**src/hw/rtl/hbe_pkg.sv**
```systemverilog
// Shared types and constants for the histogram binning engine.
// No dependencies; used by hbe_front, hbe_back and the top level.
`timescale 1ns / 1ps

package hbe_pkg;

  // Command codes as carried on func_i.
  typedef enum logic [1:0] {
    OP_ADD   = 2'd0,
    OP_READ  = 2'd1,
    OP_CLEAR = 2'd2,
    OP_NOP   = 2'd3
  } op_e;

  // One classified command word as it travels through the queue.
  typedef struct packed {
    op_e                op;
    logic signed [31:0] sample;
    logic [6:0]         bin_index;
  } item_t;

  // Configuration register file contents.
  typedef struct packed {
    logic signed [31:0] left_edge;
    logic [30:0]        bin_step;
    logic [30:0]        inv_bin_step;
    logic [7:0]         bins_in_use;
  } cfg_t;

  localparam int unsigned CFG_IDX_W = 4;

  localparam logic [CFG_IDX_W-1:0] CFG_LEFT_EDGE   = 4'd0;
  localparam logic [CFG_IDX_W-1:0] CFG_BIN_STEP    = 4'd1;
  localparam logic [CFG_IDX_W-1:0] CFG_INV_WIDTH   = 4'd2;
  localparam logic [CFG_IDX_W-1:0] CFG_BINS_IN_USE = 4'd3;

  localparam logic signed [31:0] RST_LEFT_EDGE   = 32'sd0;
  localparam logic [30:0]        RST_BIN_STEP    = 31'd65536;
  localparam logic [30:0]        RST_INV_WIDTH   = 31'd65536;
  localparam logic [7:0]         RST_BINS_IN_USE = 8'd100;

  localparam logic signed [31:0] S32_MAX = 32'sh7FFF_FFFF;
  localparam logic signed [31:0] S32_MIN = 32'sh8000_0000;

  // x / 1000 for any 32-bit unsigned x: (x * DIV1000_MAGIC) >> DIV1000_SHIFT
  localparam logic [28:0] DIV1000_MAGIC = 29'd274877907;
  localparam int unsigned DIV1000_SHIFT = 38;

endpackage

```
**src/hw/rtl/hbe_front.sv**
```systemverilog
// Front end: takes command words, decodes the function code and queues them.
// Depends on hbe_pkg.
`timescale 1ns / 1ps

module hbe_front (
  input  logic               clk_i,
  input  logic               rst_ni,
  input  logic               start_i,
  input  logic [1:0]         func_i,
  input  logic signed [31:0] sample_i,
  input  logic [6:0]         bin_index_i,
  input  logic               hold_i,
  output logic               busy_o,
  output hbe_pkg::item_t     item_o,
  output logic               item_valid_o,
  input  logic               item_ready_i
);

  hbe_pkg::item_t slot_q [2];
  logic           wr_ptr_q, wr_ptr_d;
  logic           rd_ptr_q, rd_ptr_d;
  logic [1:0]     fill_q, fill_d;
  logic           push, pop;
  hbe_pkg::op_e   op;

  always_comb begin
    unique case (func_i)
      2'd0:    op = hbe_pkg::OP_ADD;
      2'd1:    op = hbe_pkg::OP_READ;
      2'd2:    op = hbe_pkg::OP_CLEAR;
      default: op = hbe_pkg::OP_NOP;
    endcase
  end

  assign busy_o       = hold_i || (fill_q == 2'd2);
  assign push         = start_i && !busy_o;
  assign item_valid_o = (fill_q != 2'd0);
  assign pop          = item_valid_o && item_ready_i;
  assign item_o       = slot_q[rd_ptr_q];

  always_comb begin
    wr_ptr_d = push ? ~wr_ptr_q : wr_ptr_q;
    rd_ptr_d = pop ? ~rd_ptr_q : rd_ptr_q;
    fill_d   = fill_q + 2'(push) - 2'(pop);
  end

  always_ff @(posedge clk_i or negedge rst_ni) begin
    if (!rst_ni) begin
      wr_ptr_q <= 1'b0;
      rd_ptr_q <= 1'b0;
      fill_q   <= 2'd0;
    end else begin
      wr_ptr_q <= wr_ptr_d;
      rd_ptr_q <= rd_ptr_d;
      fill_q   <= fill_d;
    end
  end

  always_ff @(posedge clk_i) begin
    if (push) begin
      slot_q[wr_ptr_q] <= '{op: op, sample: sample_i, bin_index: bin_index_i};
    end
  end

endmodule

```
**config.mk**
```make
export PLATFORM = sky130hd
export DESIGN_NAME = hbe_front
export DESIGN_NICKNAME = d
export VERILOG_FILES = /design/src/hw/rtl/hbe_pkg.sv /design/src/hw/rtl/hbe_front.sv
export SDC_FILE = /design/constraint.sdc
export NUM_CORES = 1
export LEC_CHECK = 0
export ABC_AREA = 1
export BUFFER_PORTS_ARGS = -buffer_cell sky130_fd_sc_hd__buf_2
export CAP_MARGIN = 15
export CORE_ASPECT_RATIO = 1.1
export CORE_UTILIZATION = 25
export DETAILED_ROUTE_END_ITERATION = 8
export PLACE_DENSITY = 0.43
export SETUP_SLACK_MARGIN = 0.02
export SYNTH_ARGS = -nofsm -noshare
export SYNTH_HDL_FRONTEND = slang
export SYNTH_SLANG_ARGS = --single-unit
export TNS_END_PERCENT = 50
```
**constraint.sdc**
```tcl
create_clock -name clk_i -period 3.9 [get_ports clk_i]
set_input_delay 0.585 -clock clk_i [delete_from_list [all_inputs] [get_ports clk_i]]
set_output_delay 0.585 -clock clk_i [all_outputs]
set_load 0.01 [all_outputs]
```
==> results.sh <==
export IMPL_outcome="finished with violations"
export IMPL_violations="design-rule violations"
export IMPL_cts_buffers=9
export IMPL_drt_iter0_markers=84
export IMPL_p_leak_nw=1.81
export IMPL_arrival_ns=1.92
export IMPL_nNetsFinal=387
export IMPL_die_area_um2=13600
export IMPL_synth_nets=298
export IMPL_cts_root_buf="clkbuf_16"
export IMPL_synth_top_area_share_pct=74.7
export IMPL_clkSinkCount=86
export IMPL_max_cap_violations=0
export IMPL_synth_top_area_cell="edfxtp_1"
export IMPL_hp_class="in -> async"
export IMPL_clock_latency_ns=0.34
export IMPL_routed_wl_um=6500
export IMPL_crit_top_cell="nand2_1"
export IMPL_postLayoutSetupSlackWorst_ns=1.39
export IMPL_intPower_mw=2.11
export IMPL_dp_cells=485
export IMPL_critPathCaptureType="primary output"
export IMPL_worstPathRequired_ns=3.31
export IMPL_setup_viol=0
export IMPL_grt_util_all_layers_pct=10.2
export IMPL_num_rows=43
export IMPL_critPathMaxStageDelay_ns=0.95
export IMPL_h_tree_depth=3
export IMPL_multi_input_area_um2=593
export IMPL_ys_seq_area_share_pct=77.8
export IMPL_p_sw_mw=0.937
export IMPL_core_area_um2=12800
export IMPL_clkPwrFrac_pct=33.9
export IMPL_fin_util_pct=33.0
export IMPL_power_density_nw_per_um2=724
export IMPL_fin_crit_ns=2.51
export IMPL_crit_path_start_kind="flip-flop"
export IMPL_skew_ns=0.00571
export IMPL_cts_resized=0
export IMPL_netlist_area_um2=3290
export IMPL_slew_viol_final=0
export IMPL_cts_hold_buf=0
export IMPL_die_w_um=111
export IMPL_grt_pass1_wl_um=9870
export IMPL_ys_types=14
export IMPL_synth_avg_cell_area_um2=13.2
export IMPL_postSynthRegisterBits=86
export IMPL_hpwl_um=3880
export IMPL_drive_above_1_share_pct=34.3
export IMPL_finalCritPeriodShare_pct=64.3
export IMPL_portBuffers=88
export IMPL_pwr_share_seq_pct=41.4
export IMPL_clock_path_buffers=2
export IMPL_start_util_pct=25.8
export IMPL_ir_drop_mv=0.243
export IMPL_areaGrowthSynthToFinish_pct=27.8
export IMPL_detail_route_wl_per_cell_um=12.9
export IMPL_dr_pass1_iters=6
export IMPL_ff2ff_setup_slack_ns=1.87
export IMPL_slew_headroom_pct=33.9
export IMPL_gpl_final_weighted_congestion=0.652
export IMPL_die_y_um=122
export IMPL_cts_tree="yes"
export IMPL_clkTransAtPathRegs_ns=0.06
export IMPL_crit_path_max_fanout=43
export IMPL_syn_inst=250
export IMPL_via_count=1974
export IMPL_ant_nets=0
export IMPL_final_seq_area_um2=2560
export IMPL_drc_errors=12
export IMPL_antenna_found_initial=1
export IMPL_p_comb_share_pct=24.7
export IMPL_cp_cell_sequence="inv_8 > nand2_1 > nand2_1 > buf_2"
export IMPL_via_per_inst=3.93
export IMPL_n_fill_cell=1272
export IMPL_max_freq_ghz=0.399
export IMPL_swShare_pct=30.8
export IMPL_fin_setup_tns_ns=0
export IMPL_post_cts_buffers=0
export IMPL_grt_max_degree=44
export IMPL_dp_slack_ns=1.56
export IMPL_path_class="reg -> out"
export IMPL_synth_warnings=0
export IMPL_tightest_slew_ns=0.990
export IMPL_first_global_vias=1949
export IMPL_layoutNonFillerInstCount=502
export IMPL_ios=89
export IMPL_synthTopCellsByArea="edfxtp_1, nand2_1, dfrtp_1, nand2_2, buf_6"
export IMPL_rsz0062_at_grt="no"
export IMPL_overflow=0
export IMPL_hold_viol_final=0
export IMPL_holdWs_ns=0.0362
export IMPL_slowest_stage="dfrtp_2"
[power by group through the flow]
stage / registers [mW] / logic [mW] / clock network (mW)
after detailed placement: 1.29 / 0.784 / 0
after floorplan: 1.20 / 0.588 / 0
final: 1.26 / 0.752 / 1.03
after CTS: 1.27 / 0.786 / 1.06
after global placement: 1.29 / 0.780 / 0
after global routing: 1.29 / 0.861 / 1.09
[routing by layer]
| metal | wire length, um | GRT usage [%] | vias to the layer above |
|---|---|---|---|
| met1 | 2680 | 10.6 | 893 |
| met5 | 0 | 0 | - |
| met2 | 3230 | 17.2 | 62 |
| met3 | 411 | 3.70 | 12 |
| met4 | 175 | 7.09 | 0 |
| li1 | - | - | 1007 |
[layout make-up]
| cell class | instances | area share, % |
|---|---|---|
| Sequential cell | 86 | 60.9 |
| Multi-Input combinational cell | 143 | 14.1 |
| Timing Repair Buffer | 89 | 10.6 |
| Clock buffer | 9 | 5.35 |
| Tap cell | 157 | 4.67 |
| Clock inverter | 7 | 3.24 |
| Inverter | 10 | 1.07 |
| Antenna cell | 1 | 0.0594 |
[flip-flops by register name, summed over array words and instances (netlist names)]
register,count
wr_ptr_q,1
fill_q,2
slot_q,82
rd_ptr_q,1
[critical path: cells and delay by family (launching register included)]
kind                   cells  cell delay (ns)
buffers and inverters      2             0.42
DFF                        1             0.95
and+or+nand+nor            2             0.20
[through the flow]
stage	power (mW)	cell area, um^2
after detailed placement	2.08	3850
after global placement	2.07	3850
after CTS	3.12	4210
after global routing	3.24	4210
final	3.05	4210
after floorplan	1.79	3290
[synth_stat cells, drive strengths merged]
cell type,instances
inv,10
clkbuf,2
edfxtp,82
nand4,1
nand2,136
nand3,3
dfrtp,4
ha,2
nor2,1
buf,9
[placed cells by master (no fill, tap or decap)]
cell and n:
clkinvlp_4 1, nand4_1 1, nand2_2 10, ha_1 2
buf_2 88, nand3_1 3, buf_4 1, inv_1 8
nor2_4 1, clkinv_2 1, dfrtp_2 1, clkbuf_16 9
inv_8 1, dfrtp_1 3, diode_2 1, edfxtp_1 82
inv_2 1, clkinv_1 1, nand2_1 126, bufinv_16 4
[kinds of logic after synthesis]
kind of cell,synth area share [%]
fa+ha+maj,0.759
buf+inv,4.44
simple gates,17.0
flops,77.8
[path summary, 6_finish.rpt]
kind / endpoint / cells after the start / from
setup / recovery: item_o[25] / 4 / rd_ptr_q$_DFFE_PN0P_
hold / removal: fill_q[1]$_DFF_PN0_ / 1 / rst_ni
setup reg to reg: slot_q[1][11]$_DFFE_PP_ / 4 / fill_q[1]$_DFF_PN0_
hold reg to reg: wr_ptr_q$_DFFE_PN0N_ / 2 / wr_ptr_q$_DFFE_PN0N_
max in group asynchronous: rd_ptr_q$_DFFE_PN0P_ / 1 / rst_ni
min in group clk_i: slot_q[0][14]$_DFFE_PP_ / 1 / sample_i[7]
Power figures use the tool's default switching activity.
